**src/hdl/pam_pkg.sv**
```systemverilog
// Package for the timestamp address matcher: payload structs, window node type,
// queue control struct and the command, status and register index codes.
// No dependencies.
package pam_pkg;

   localparam logic [1:0] CMD_PUSH  = 2'd0;
   localparam logic [1:0] CMD_FETCH = 2'd1;
   localparam logic [1:0] CMD_DROP  = 2'd2;

   localparam logic [1:0] ST_DONE    = 2'd0;
   localparam logic [1:0] ST_FOUND   = 2'd1;
   localparam logic [1:0] ST_NONE    = 2'd2;
   localparam logic [1:0] ST_REFUSED = 2'd3;

   localparam logic [1:0] REG_STREAM_BASE = 2'd0;
   localparam logic [1:0] REG_STREAM_SIZE = 2'd1;
   localparam logic [1:0] REG_WRAP_LIMIT  = 2'd2;

   localparam int ADDR_BITS = 28;
   localparam int WRAP_BITS = 10;

   typedef struct packed {
      logic [1:0]  command;
      logic [31:0] node_address;
      logic [31:0] node_stamp;
      logic [31:0] query_address;
   } req_type;

   typedef struct packed {
      logic [1:0]  status;
      logic [31:0] stamp;
   } rsp_type;

   typedef struct packed {
      logic [31:0]          addr;
      logic [31:0]          stamp;
      logic [WRAP_BITS-1:0] wraps;
      logic                 used;
   } win_type;

   typedef struct packed {
      logic push;
      logic pop;
   } queue_ctl_type;

endpackage

```
**src/hdl/pam_node_queue.sv**
```systemverilog
// Node queue of the timestamp address matcher: a circular buffer memory with
// head, tail and fill count, and a registered read of the head entry. Uses pam_pkg.
module pam_node_queue #(
   parameter int DEPTH = 16
) (
   input  logic                   clock,
   input  logic                   reset,
   input  pam_pkg::queue_ctl_type ctl,
   input  logic [63:0]            push_data,
   output logic [63:0]            head_data,
   output logic                   empty,
   output logic                   full
);
   import pam_pkg::*;

   localparam int PTR_BITS = (DEPTH > 1) ? $clog2(DEPTH) : 1;
   localparam int CNT_BITS = $clog2(DEPTH + 1);
   localparam logic [PTR_BITS-1:0] LAST_PTR  = PTR_BITS'(DEPTH - 1);
   localparam logic [CNT_BITS-1:0] FULL_CNT  = CNT_BITS'(DEPTH);

   logic [63:0]         mem [DEPTH];
   logic [PTR_BITS-1:0] head_ff, head_in, tail_ff, tail_in;
   logic [CNT_BITS-1:0] count_ff, count_in;
   logic [63:0]         rd_ff;

   assign empty     = (count_ff == '0);
   assign full      = (count_ff == FULL_CNT);
   assign head_data = rd_ff;

   always_comb begin
      head_in  = head_ff;
      tail_in  = tail_ff;
      count_in = count_ff;
      if (ctl.push) begin
         tail_in = (tail_ff == LAST_PTR) ? '0 : tail_ff + 1'b1;
      end
      if (ctl.pop) begin
         head_in = (head_ff == LAST_PTR) ? '0 : head_ff + 1'b1;
      end
      if (ctl.push && !ctl.pop) begin
         count_in = count_ff + 1'b1;
      end else if (ctl.pop && !ctl.push) begin
         count_in = count_ff - 1'b1;
      end
   end

   always_ff @(posedge clock) begin
      if (reset) begin
         head_ff  <= '0;
         tail_ff  <= '0;
         count_ff <= '0;
      end else begin
         head_ff  <= head_in;
         tail_ff  <= tail_in;
         count_ff <= count_in;
      end
   end

   always_ff @(posedge clock) begin
      if (ctl.push) begin
         mem[tail_ff] <= push_data;
      end
      rd_ff <= mem[head_ff];
   end

endmodule

```
**src/hdl/pts_address_matcher_top.sv**
```systemverilog
// Top level of the timestamp address matcher: sequencer, window nodes, wrap
// counters and the shared absolute-address unit. Uses pam_pkg and pam_node_queue.
//
// Usage: one item is taken on the req_ channel when req_valid and req_ready are
// both high, and exactly one result leaves on the rsp_ channel. A push queues a
// rebased address and timestamp; a fetch or drop matches a stream address against
// the current and next window nodes, popping queued nodes as needed.
// Only one item is in flight: req_ready is high only while the sequencer is idle.
// A push or an unknown command goes from decode straight to the output state. A
// fetch or drop first loads a node from the queue if none is held, then runs
// comparison passes; the shared multiply-add unit, used three times per pass,
// forms the stream, current and next absolute addresses, and a pass may pop
// another node and run again.
// A finished result sits in the output register; the next item is accepted while
// it waits, and the sequencer holds its next result until rsp_ready takes the
// earlier one. Reset is synchronous and clears all control state and the
// configuration to its defaults. The csr_ port writes a configuration register and
// must only be used while the block is idle.
module pts_address_matcher_top #(
   parameter int QUEUE_DEPTH = 16
) (
   input  logic             clock,
   input  logic             reset,
   input  logic             req_valid,
   output logic             req_ready,
   input  pam_pkg::req_type req_payload,
   output logic             rsp_valid,
   input  logic             rsp_ready,
   output pam_pkg::rsp_type rsp_payload,
   input  logic             csr_write_enable,
   input  logic [1:0]       csr_index,
   input  logic [27:0]      csr_write_data
);
   import pam_pkg::*;

   localparam logic [3:0] S_IDLE     = 4'd0;
   localparam logic [3:0] S_DECODE   = 4'd1;
   localparam logic [3:0] S_POP_WAIT = 4'd2;
   localparam logic [3:0] S_POP_USE  = 4'd3;
   localparam logic [3:0] S_TRACK    = 4'd4;
   localparam logic [3:0] S_MUL_F    = 4'd5;
   localparam logic [3:0] S_MUL_C    = 4'd6;
   localparam logic [3:0] S_MUL_N    = 4'd7;
   localparam logic [3:0] S_DECIDE   = 4'd8;
   localparam logic [3:0] S_OUT      = 4'd9;

   logic [3:0]           state_ff, state_in;
   req_type              item_ff, item_in;
   rsp_type              res_ff, res_in, rsp_ff, rsp_in;
   logic                 rsp_valid_ff, rsp_valid_in;
   win_type              cur_ff, cur_in, nxt_ff, nxt_in;
   logic                 have_first_ff, have_first_in;
   logic [WRAP_BITS-1:0] stream_wraps_ff, stream_wraps_in;
   logic [WRAP_BITS-1:0] node_wraps_ff, node_wraps_in;
   logic [31:0]          prev_query_ff, prev_query_in;
   logic [31:0]          prev_node_ff, prev_node_in;
   logic [31:0]          af_ff, af_in, ac_ff, ac_in, an_ff, an_in;
   logic [ADDR_BITS-1:0] base_ff, size_ff;
   logic [WRAP_BITS-1:0] limit_ff;

   queue_ctl_type        q_ctl;
   logic [63:0]          q_head;
   logic                 q_empty, q_full;

   logic [31:0]          mul_addr, mul_sum;
   logic [WRAP_BITS-1:0] mul_wraps;
   logic [37:0]          mul_prod;

   pam_node_queue #(.DEPTH(QUEUE_DEPTH)) u_queue (
      .clock     (clock),
      .reset     (reset),
      .ctl       (q_ctl),
      .push_data ({{4'd0, item_ff.node_address[27:0]} - {4'd0, base_ff},
                   item_ff.node_stamp}),
      .head_data (q_head),
      .empty     (q_empty),
      .full      (q_full)
   );

   assign req_ready   = (state_ff == S_IDLE);
   assign rsp_valid   = rsp_valid_ff;
   assign rsp_payload = rsp_ff;

   // Shared multiply-add unit: address plus wrap count times buffer size.
   always_comb begin
      unique case (state_ff)
         S_MUL_C: begin
            mul_addr  = cur_ff.addr;
            mul_wraps = cur_ff.wraps;
         end
         S_MUL_N: begin
            mul_addr  = nxt_ff.addr;
            mul_wraps = nxt_ff.wraps;
         end
         default: begin
            mul_addr  = item_ff.query_address;
            mul_wraps = stream_wraps_ff;
         end
      endcase
      mul_prod = 38'(mul_wraps) * 38'(size_ff);
      mul_sum  = mul_addr + mul_prod[31:0];
   end

   always_comb begin
      logic [WRAP_BITS-1:0] nw, sw;
      win_type              fresh;
      state_in        = state_ff;
      item_in         = item_ff;
      res_in          = res_ff;
      rsp_in          = rsp_ff;
      rsp_valid_in    = rsp_valid_ff && !rsp_ready;
      cur_in          = cur_ff;
      nxt_in          = nxt_ff;
      have_first_in   = have_first_ff;
      stream_wraps_in = stream_wraps_ff;
      node_wraps_in   = node_wraps_ff;
      prev_query_in   = prev_query_ff;
      prev_node_in    = prev_node_ff;
      af_in           = af_ff;
      ac_in           = ac_ff;
      an_in           = an_ff;
      q_ctl           = '0;
      nw              = node_wraps_ff;
      sw              = stream_wraps_ff;
      fresh.addr      = q_head[63:32];
      fresh.stamp     = q_head[31:0];
      fresh.wraps     = '0;
      fresh.used      = 1'b0;

      unique case (state_ff)
         S_IDLE: begin
            if (req_valid) begin
               item_in  = req_payload;
               state_in = S_DECODE;
            end
         end
         S_DECODE: begin
            res_in   = '{status: ST_DONE, stamp: 32'd0};
            state_in = S_OUT;
            if (item_ff.command == CMD_PUSH) begin
               if (q_full) begin
                  res_in.status = ST_REFUSED;
               end else begin
                  q_ctl.push = 1'b1;
               end
            end else if (item_ff.command == CMD_FETCH || item_ff.command == CMD_DROP) begin
               if (item_ff.command == CMD_FETCH) begin
                  res_in.status = ST_NONE;
               end
               if (have_first_ff) begin
                  state_in = S_TRACK;
               end else if (!q_empty) begin
                  state_in = S_POP_WAIT;
               end
            end
         end
         S_POP_WAIT: begin
            // The registered head read settles during this cycle.
            state_in = S_POP_USE;
         end
         S_POP_USE: begin
            q_ctl.pop    = 1'b1;
            prev_node_in = fresh.addr;
            if (!have_first_ff) begin
               cur_in        = fresh;
               nxt_in        = fresh;
               have_first_in = 1'b1;
               state_in      = S_TRACK;
            end else begin
               cur_in = nxt_ff;
               if (fresh.addr < prev_node_ff) begin
                  nw = node_wraps_ff + 1'b1;
                  if (nw == limit_ff) begin
                     stream_wraps_in = '0;
                     cur_in.wraps    = '0;
                     nw              = WRAP_BITS'(1);
                  end
               end
               node_wraps_in = nw;
               fresh.wraps   = nw;
               nxt_in        = fresh;
               state_in      = S_MUL_F;
            end
         end
         S_TRACK: begin
            if (item_ff.query_address < prev_query_ff) begin
               sw = stream_wraps_ff + 1'b1;
               if (sw == limit_ff) begin
                  node_wraps_in = '0;
                  cur_in.wraps  = '0;
                  nxt_in.wraps  = '0;
                  sw            = WRAP_BITS'(1);
               end
            end
            stream_wraps_in = sw;
            prev_query_in   = item_ff.query_address;
            state_in        = S_MUL_F;
         end
         S_MUL_F: begin
            af_in    = mul_sum;
            state_in = S_MUL_C;
         end
         S_MUL_C: begin
            ac_in    = mul_sum;
            state_in = S_MUL_N;
         end
         S_MUL_N: begin
            an_in    = mul_sum;
            state_in = S_DECIDE;
         end
         S_DECIDE: begin
            state_in = S_OUT;
            if (item_ff.command == CMD_FETCH) begin
               if (af_ff < ac_ff) begin
                  state_in = S_OUT;
               end else if (af_ff < an_ff) begin
                  if (!cur_ff.used) begin
                     cur_in.used = 1'b1;
                     res_in      = '{status: ST_FOUND, stamp: cur_ff.stamp};
                  end
               end else if (!q_empty) begin
                  state_in = S_POP_WAIT;
               end else if (!nxt_ff.used) begin
                  nxt_in.used = 1'b1;
                  res_in      = '{status: ST_FOUND, stamp: nxt_ff.stamp};
               end
            end else if (af_ff > an_ff && !q_empty) begin
               state_in = S_POP_WAIT;
            end
         end
         S_OUT: begin
            if (!rsp_valid_ff || rsp_ready) begin
               rsp_valid_in = 1'b1;
               rsp_in       = res_ff;
               state_in     = S_IDLE;
            end
         end
         default: begin
            state_in = S_IDLE;
         end
      endcase
   end

   always_ff @(posedge clock) begin
      if (reset) begin
         state_ff        <= S_IDLE;
         rsp_valid_ff    <= 1'b0;
         cur_ff          <= '0;
         nxt_ff          <= '0;
         have_first_ff   <= 1'b0;
         stream_wraps_ff <= '0;
         node_wraps_ff   <= '0;
         prev_query_ff   <= '0;
         prev_node_ff    <= '0;
      end else begin
         state_ff        <= state_in;
         rsp_valid_ff    <= rsp_valid_in;
         cur_ff          <= cur_in;
         nxt_ff          <= nxt_in;
         have_first_ff   <= have_first_in;
         stream_wraps_ff <= stream_wraps_in;
         node_wraps_ff   <= node_wraps_in;
         prev_query_ff   <= prev_query_in;
         prev_node_ff    <= prev_node_in;
      end
   end

   always_ff @(posedge clock) begin
      item_ff <= item_in;
      res_ff  <= res_in;
      rsp_ff  <= rsp_in;
      af_ff   <= af_in;
      ac_ff   <= ac_in;
      an_ff   <= an_in;
   end

   always_ff @(posedge clock) begin
      if (reset) begin
         base_ff  <= '0;
         size_ff  <= ADDR_BITS'(1048576);
         limit_ff <= WRAP_BITS'(500);
      end else if (csr_write_enable) begin
         unique case (csr_index)
            REG_STREAM_BASE: base_ff  <= csr_write_data;
            REG_STREAM_SIZE: size_ff  <= csr_write_data;
            REG_WRAP_LIMIT:  limit_ff <= csr_write_data[WRAP_BITS-1:0];
            default: begin
            end
         endcase
      end
   end

   a_one_in_flight: assert property (@(posedge clock) disable iff (reset)
      (req_valid && req_ready) |=> !req_ready)
      else $error("item accepted while another is in flight");

   a_queue_flags: assert property (@(posedge clock) disable iff (reset)
      !(q_full && q_empty))
      else $error("queue reports full and empty together");

   a_pop_nonempty: assert property (@(posedge clock) disable iff (reset)
      q_ctl.pop |-> !q_empty)
      else $error("pop from an empty queue");

   a_first_node_sticks: assert property (@(posedge clock) disable iff (reset)
      have_first_ff |=> have_first_ff)
      else $error("first node flag dropped");

endmodule
```
**config.mk**
```make
export PLATFORM = sky130hd
export DESIGN_NAME = pts_address_matcher_top
export DESIGN_NICKNAME = d
export VERILOG_FILES = /design/src/hdl/pam_pkg.sv /design/src/hdl/pam_node_queue.sv /design/src/hdl/pts_address_matcher_top.sv
export SDC_FILE = /design/constraint.sdc
export NUM_CORES = 2
export LEC_CHECK = 0
export BUFFER_PORTS_ARGS = -buffer_cell sky130_fd_sc_hd__buf_2
export CAP_MARGIN = 5
export CORE_UTILIZATION = 55
export CTS_BUF_LIST = sky130_fd_sc_hd__clkbuf_2
export DETAILED_ROUTE_END_ITERATION = 8
export PLACE_DENSITY = 0.78
export SYNTH_ARGS = -nofsm -noshare
export SYNTH_HDL_FRONTEND = slang
export SYNTH_HIERARCHICAL = 1
export SYNTH_SLANG_ARGS = --single-unit
export TNS_END_PERCENT = 20
```
**constraint.sdc**
```tcl
create_clock -name clock -period 6.8 [get_ports clock]
set_clock_uncertainty 0.1 [all_clocks]
set_input_delay 1.36 -clock clock [delete_from_list [all_inputs] [get_ports clock]]
set_output_delay 1.36 -clock clock [all_outputs]
set_load 0.01 [all_outputs]
```
# After elaboration in Yosys (flattened, before gate mapping)

Memories as Yosys holds them, arrays and structs flattened. A register that Yosys moved wholly into a read port is not among the register bits.
Cells that the tools add are included.

Register bits: 577
Bits in latches: 0
Bits in writable memories: 1024
ROM bits: 0
Input bits: 133
Memories kept: 1

Add/sub/neg operators: 8
Multipliers: 1
Divide/modulo/power cells: 0
Order comparisons: 5
Equality and inequality tests: 33
Shift-type cells: 0
Multiplexer cells: 64
Bitwise logic cells: 0
Reduce and logical (&&, ||, !) cells: 31

Memories:

| name        | words | bits a word | read ports | clocked after Yosys merged registers in | wr ports | line                 | text |
|---|---|---|---|---|---|---|---|
| u_queue.mem | 16    | 64          | 1          | 1                                       | 1        | pam_node_queue.sv:21 | `logic [63:0] mem [DEPTH];` |

Operators with widths:

| cell                                                                  | number |
|---|---|
| 34-bit 2-to-1 mux                                                     | 6 |
| 32-bit < comparator                                                   | 4 |
| 10-bit 2-to-1 mux                                                     | 12 |
| 10-bit case mux with 2 select lines                                   | 5 |
| 75-bit 2-to-1 mux                                                     | 1 |
| 34-bit case mux with 2 select lines                                   | 1 |
| 32-bit case mux with 2 select lines                                   | 1 |
| 4-bit 2-to-1 mux                                                      | 12 |
| 4-bit case mux with 10 select lines                                   | 1 |
| 32-bit adder                                                          | 1 |
| 32-bit > comparator                                                   | 1 |
| 10-bit by 28-bit multiplier with 32-bit output                        | 1 |
| 28-bit by 28-bit subtractor with 29-bit output                        | 1 |
| 2-bit inequality test, second input constant                          | 12 |
| 10-bit by 1-bit adder with 10-bit output, second input constant       | 2 |
| 10-bit equality test                                                  | 2 |
| 4-bit by 3-bit equality test with 1-bit output, second input constant | 4 |
| 4-bit equality test, second input constant                            | 4 |
| 1-bit 2-to-1 mux                                                      | 16 |
| 2-bit AND reduction                                                   | 6 |
| 11-bit 2-to-1 mux                                                     | 1 |
| 5-bit 2-to-1 mux                                                      | 2 |
| 5-bit AND reduction                                                   | 2 |
| 3-bit inequality test, second input constant                          | 3 |
| other kinds (20)                                                      | 41 |

# Longest topological paths before layout

Depth in word-level cells: 8
Mapped depth: 27

# Cells and area by module

Netlist, hierarchy kept.

By module, submodules not included:

| module                  | instances | cells each | area each (µm²) | seq. area each (µm²) |
|---|---|---|---|---|
| pam_node_queue          | 1         | 1730       | 40318.7         | 32291.0 |
| pts_address_matcher_top | 1         | 3433       | 33193.1         | 13232.7 |

# Worst setup path before layout

Ideal clock, no wire load.

Path kind: flip-flop to flip-flop
Start: reg state_ff[0]
End: reg ac_ff[31] (data pin)
Setup time: 0.276 ns
Arrival: 6.705 ns
Path slack: -0.280 ns
Stages on the path, launching flop included: 26
Buffers on the path: 4
Clock period less this slack: 7.080 ns
Cells stage by stage: dfxtp_1 > clkbuf_1 > buf_2 > buf_1 > mux2i_1 > o21ai_1 > clkbuf_1 > nand2_1 > fa_1 > fa_1 > inv_1 > fa_1 > fa_1 > inv_1 > fa_1 > inv_1 > ha_1 > a211oi_1 > nor2_1 > o31a_1 > a41oi_1 > o21ai_1 > o41ai_1 > o21ai_0 > o41ai_1 > xnor2_1

Longest elaborated chain between the ends: 4

RTL lines:

| element                                        | line                           | text |
|---|---|---|
| start, declared                                | pts_address_matcher_top.sv:47  | `logic [3:0] state_ff, state_in;` |
| start signal, assigned                         | pts_address_matcher_top.sv:256 | `state_ff <= state_in;` |
| 4-bit by 3-bit equality test with 1-bit output | pts_address_matcher_top.sv:86  | `unique case (state_ff)` |
| 10-bit case mux with 2 select lines            | pts_address_matcher_top.sv:86  |  |
| 10-bit by 28-bit multiplier with 32-bit output | pts_address_matcher_top.sv:100 | `mul_prod = 38'(mul_wraps) * 38'(size_ff);` |
| 32-bit adder *                                 | pts_address_matcher_top.sv:101 | `mul_sum = mul_addr + mul_prod[31:0];` |
| net mul_sum[31]                                | pts_address_matcher_top.sv:65  | `logic [31:0] mul_addr, mul_sum;` |
| end signal, assigned                           | pts_address_matcher_top.sv:273 | `ac_ff <= ac_in;` |
| end, declared                                  | pts_address_matcher_top.sv:57  | `logic [31:0] af_ff, af_in, ac_ff, ac_in, an_ff, an_in;` |

The timed path passes the listed nets; every way through them passes the cells marked *.
A chain may end at the register's enable or synchronous reset.

# Final worst setup path

Start: reg state_ff[3]
End: reg af_ff[31] (data pin)

Longest elaborated chain between the ends: 4

RTL lines:

| element                                        | line                           | text |
|---|---|---|
| 4-bit by 3-bit equality test with 1-bit output | pts_address_matcher_top.sv:86  |  |
| 10-bit case mux with 2 select lines            | pts_address_matcher_top.sv:86  |  |
| 10-bit by 28-bit multiplier with 32-bit output | pts_address_matcher_top.sv:100 |  |
| 32-bit adder *                                 | pts_address_matcher_top.sv:101 |  |
| net mul_sum[31]                                | pts_address_matcher_top.sv:65  |  |
| end signal, assigned                           | pts_address_matcher_top.sv:272 | `af_ff <= af_in;` |
| end, declared                                  | pts_address_matcher_top.sv:57  |  |

Marked as above.

==> metrics.txt <==
crit path max fanout=11; Inserted Clock Buffers=402; Hold Crit Class=in -> reg; Routed Wire Length=about 170 mm; final hold viol count=0; Psw=6.247 mW; CTS sink cnt=~1,600; Pint=about 16 mW; status=complete, no violations; Worst Path Required=around 8.1 ns; syn avg cell area=14.24 um2; die boundary width=approximately 370 um; core region area=~130,000 um2; R2R Path Start=state_ff[3]$_SDFFE_PP0P_; M1 GR Usage=34.23%; pwr/cell area=about 270 nW/um2; row count=133; starting DRC count in detailed routing=4,295; Hold Crit Endpoint=item_ff[44]$_DFFE_PP_; crit share post-route=between 90% and 100%; post-synthesis net count=roughly 5,700; Die Span Y=about 370 um; number of synthesized flops with an enable pin=between 1,000 and 1,500; fmax=0.1534 GHz; worst slew pin tran=between 1 and 1.5 ns; Final Max Tran Viols=0; critical path class=reg -> reg; non-filler instance count after layout=just under 8,000; Reg power frac=57.8%; GR Util met3=under 10%; Ports=around 170; vias=around 45,000; Clock Latency Late Sink=approximately 1.8 ns; CTS tree=built; Worst setup startpoint=state_ff[3]$_SDFFE_PP0P_; final net count=6,334; worst hold stages=2; Initial Util=a little under three fifths; first drt pass iteration count=6; Mapped Cells=about 5,200; placer's final routability congestion estimate=0.9069; Worst Min Path Start=req_payload[44]; clock root buffer=clkbuf_2; yosys warns=6; Setup crit end kind=flip-flop; most used routing layer=met2; Seq/Total Area, Yosys=61.93%; clock buffer depth=4; largest net degree at the start of global routing=around 140; most common library cells after synthesis=edfxtp_1, nand2_1, inv_1; H-tree depth reported by CTS=5; DR DRC count=0; initial antenna violation count=11; count leader, synth=edfxtp_1; top post-synthesis cells by area=edfxtp_1, dfxtp_1, mux4_2, fa_1, ha_1; Post-Syn Area=73,510 um2; wire length per cell=roughly 22 um; Worst slew margin=between 15 and 20%; sw frac=28.50%; first-pass GRT wire length=between 200 and 300 mm; dpl hpwl=between 100 and 150 mm; Critical Path Source Type=flip-flop; Final Setup Violations=0; Clock power frac=between 20 and 30%; vias in the first global route=46,090; ys async rst share=0%; # placed instances=around 7,000; Synth top area share=a little over half; total of max-cap violations=0; FF-to-FF path depth=27; distinct cell type count after synthesis=a little over 80; Power Total=around 22 mW; filler cell count=around 9,500; Port-buffer cells=164; Primary FF master, synth=edfxtp_1; Reg clk slew, reported paths=between 0.1 and 0.15 ns; gr usage total=25.86%; Arr. time, crit path=between 7 and 8 ns; worst r2r dst=af_ff[31]$_DFFE_PP_; met2 Track Usage GR=about two fifths; antenna-violating nets left=0; area leader, netlist=edfxtp_1; Gate power share=13.1%; area growth from synthesis to layout=11.20%; worst vdd ir=184.1 uV; total grt overflow=0; DIE AREA=approximately 140,000 um2; Pleak=around 29 nW; final worst path period need=between 6 and 7 ns; vias per inst=just under 6; RSZ-0062 raised after global routing=false; FF-to-FF setup slack=0.28 ns; layout cells sized above 1=about a fifth; Yosys reg bits=~1,600
## power groups by stage
stage	Clock [mW]	Combinational, mW	Sequential (mW)
4_1_cts	6.51	2.87	12.7
3_5_place_dp	0	2.80	12.9
5_1_grt	6.99	3.18	12.7
3_3_place_gp	0	2.70	12.9
2_1_floorplan	0	1.87	12.6
6_report	6.36	2.88	12.7
## area by class of cell
| type | count | area [um2] | share of cell area [%] |
|---|---|---|---|
| Clock inverter | 104 | 558.0 | 0.6827 |
| Inverter | 409 | 1540 | 1.884 |
| Multi-Input combinational cell | 2868 | 25580 | 31.29 |
| Timing Repair Buffer | 442 | 3328 | 4.072 |
| Sequential cell | 1633 | 45540 | 55.71 |
| Antenna cell | 12 | 30.03 | 0.03674 |
| Tap cell | 1755 | 2196 | 2.686 |
| Clock buffer | 595 | 2978 | 3.643 |
## repair_timing
action,in CTS,in global routing
setup buffers,0,3
pin swaps,0,3
resized for setup,2,11
hold endpoints to repair,162,0
hold buffers,133,0
setup endpoints to repair,3,24
## per-stage QoR
step	setup TNS [ns]	setup slack, ns	cell area (um2)	utilization [%]	hold slack (ns)
global route	0	0.001208	81740	61.94	0.01068
detailed placement	-0.3516	-0.1172	76750	58.16	0.3052
finish	0	0.2791	81740	61.94	0.1606
floorplan	0	0.006860	73530	-	0.3003
CTS	0	0.02920	81630	61.86	0.0001346
global placement	-0.1066	-0.03552	76750	58.16	0.3032
## cell usage in the layout, fill, tap and decap left out, types with 12 or more instances in the layout
cell           instances
a211oi_1              81
a21o_1                49
a21oi_1              259
a22oi_1              139
a31oi_1               27
and2_1               100
and2_4                18
buf_2                163
buf_4                138
clkbuf_2             595
clkinv_1              87
dfxtp_1              347
diode_2               12
dlygate4sd3_1        133
edfxtp_1            1282
fa_1                 225
ha_1                 220
inv_1                407
mux2i_1              142
mux4_2               256
nand2_1              651
nand2b_1              19
nand3_1               37
nand4_1               25
nor2_1               211
nor2b_1               18
nor3_1                26
o21a_1                19
o21ai_0               73
xnor2_1               73
xor2_1                28
## cells by family (layout without fill, tap and decap cells)
group	count (synthesis)	in the layout	synth area share [%]
xor gates and xnor gates	102	102	1.225
DFF	1633	1633	61.93
AOI/OAI and AO/OA	750	750	6.577
other	0	12	0
muxes	401	401	9.822
and+or+nand+nor	1170	1170	7.026
buffers and inverters	662	1550	3.550
adders and majority gates	445	445	9.872
## sequential cells by signal, indices dropped and copies added, names as in the netlist, 5 cells and up
| register | count |
|---|---|
| res_ff | 34 |
| ac_ff | 32 |
| u_queue/head_data | 64 |
| u_queue/count_ff | 5 |
| af_ff | 32 |
| prev_query_ff | 32 |
| stream_wraps_ff | 10 |
| limit_ff | 10 |
| an_ff | 32 |
| size_ff | 28 |
| node_wraps_ff | 10 |
| u_queue/mem | 1024 |
| rsp_payload | 34 |
| cur_ff | 75 |
| prev_node_ff | 32 |
| nxt_ff | 43 |
| item_ff | 94 |
| base_ff | 28 |
## how the worst max path moves through the flow
stage | to | slack, ns | cells past startpoint
finish | af_ff[31]$_DFFE_PP_ | 0.28 | 27
global route | an_ff[29]$_DFFE_PN_ | 0.001 | 27
CTS | af_ff[31]$_DFFE_PP_ | 0.03 | 27
detailed placement | af_ff[31]$_DFFE_PP_ | -0.12 | 24
global placement | af_ff[31]$_DFFE_PP_ | -0.04 | 23
floorplan | ac_ff[31]$_DFFE_PN_ | 0.007 | 25
## critical path, stage by stage, from the launching register on
cell     delay (ns)
dfxtp_1        0.33
nor2b_2        0.14
nand2_2        0.14
buf_4          0.20
o21ai_1        0.14
buf_4          0.18
buf_4          0.19
buf_4          0.20
nand2_1        0.09
fa_1           0.51
inv_1          0.06
fa_1           0.56
fa_1           0.43
fa_1           0.50
inv_1          0.05
fa_1           0.48
inv_1          0.04
ha_1           0.30
a21oi_1        0.20
a211o_1        0.18
a21oi_2        0.06
o21ai_1        0.16
o21ai_2        0.10
o41ai_2        0.23
buf_4          0.16
o21ai_1        0.10
o41ai_2        0.28
xnor2_1        0.16
## routing by layer
metal	up-vias	share of wire, %
met5	-	0.027
met4	8	3.8
li1	20250	-
met1	22460	39
met2	2325	48
met3	406	9.5
(Power assumes the default switching activity.)
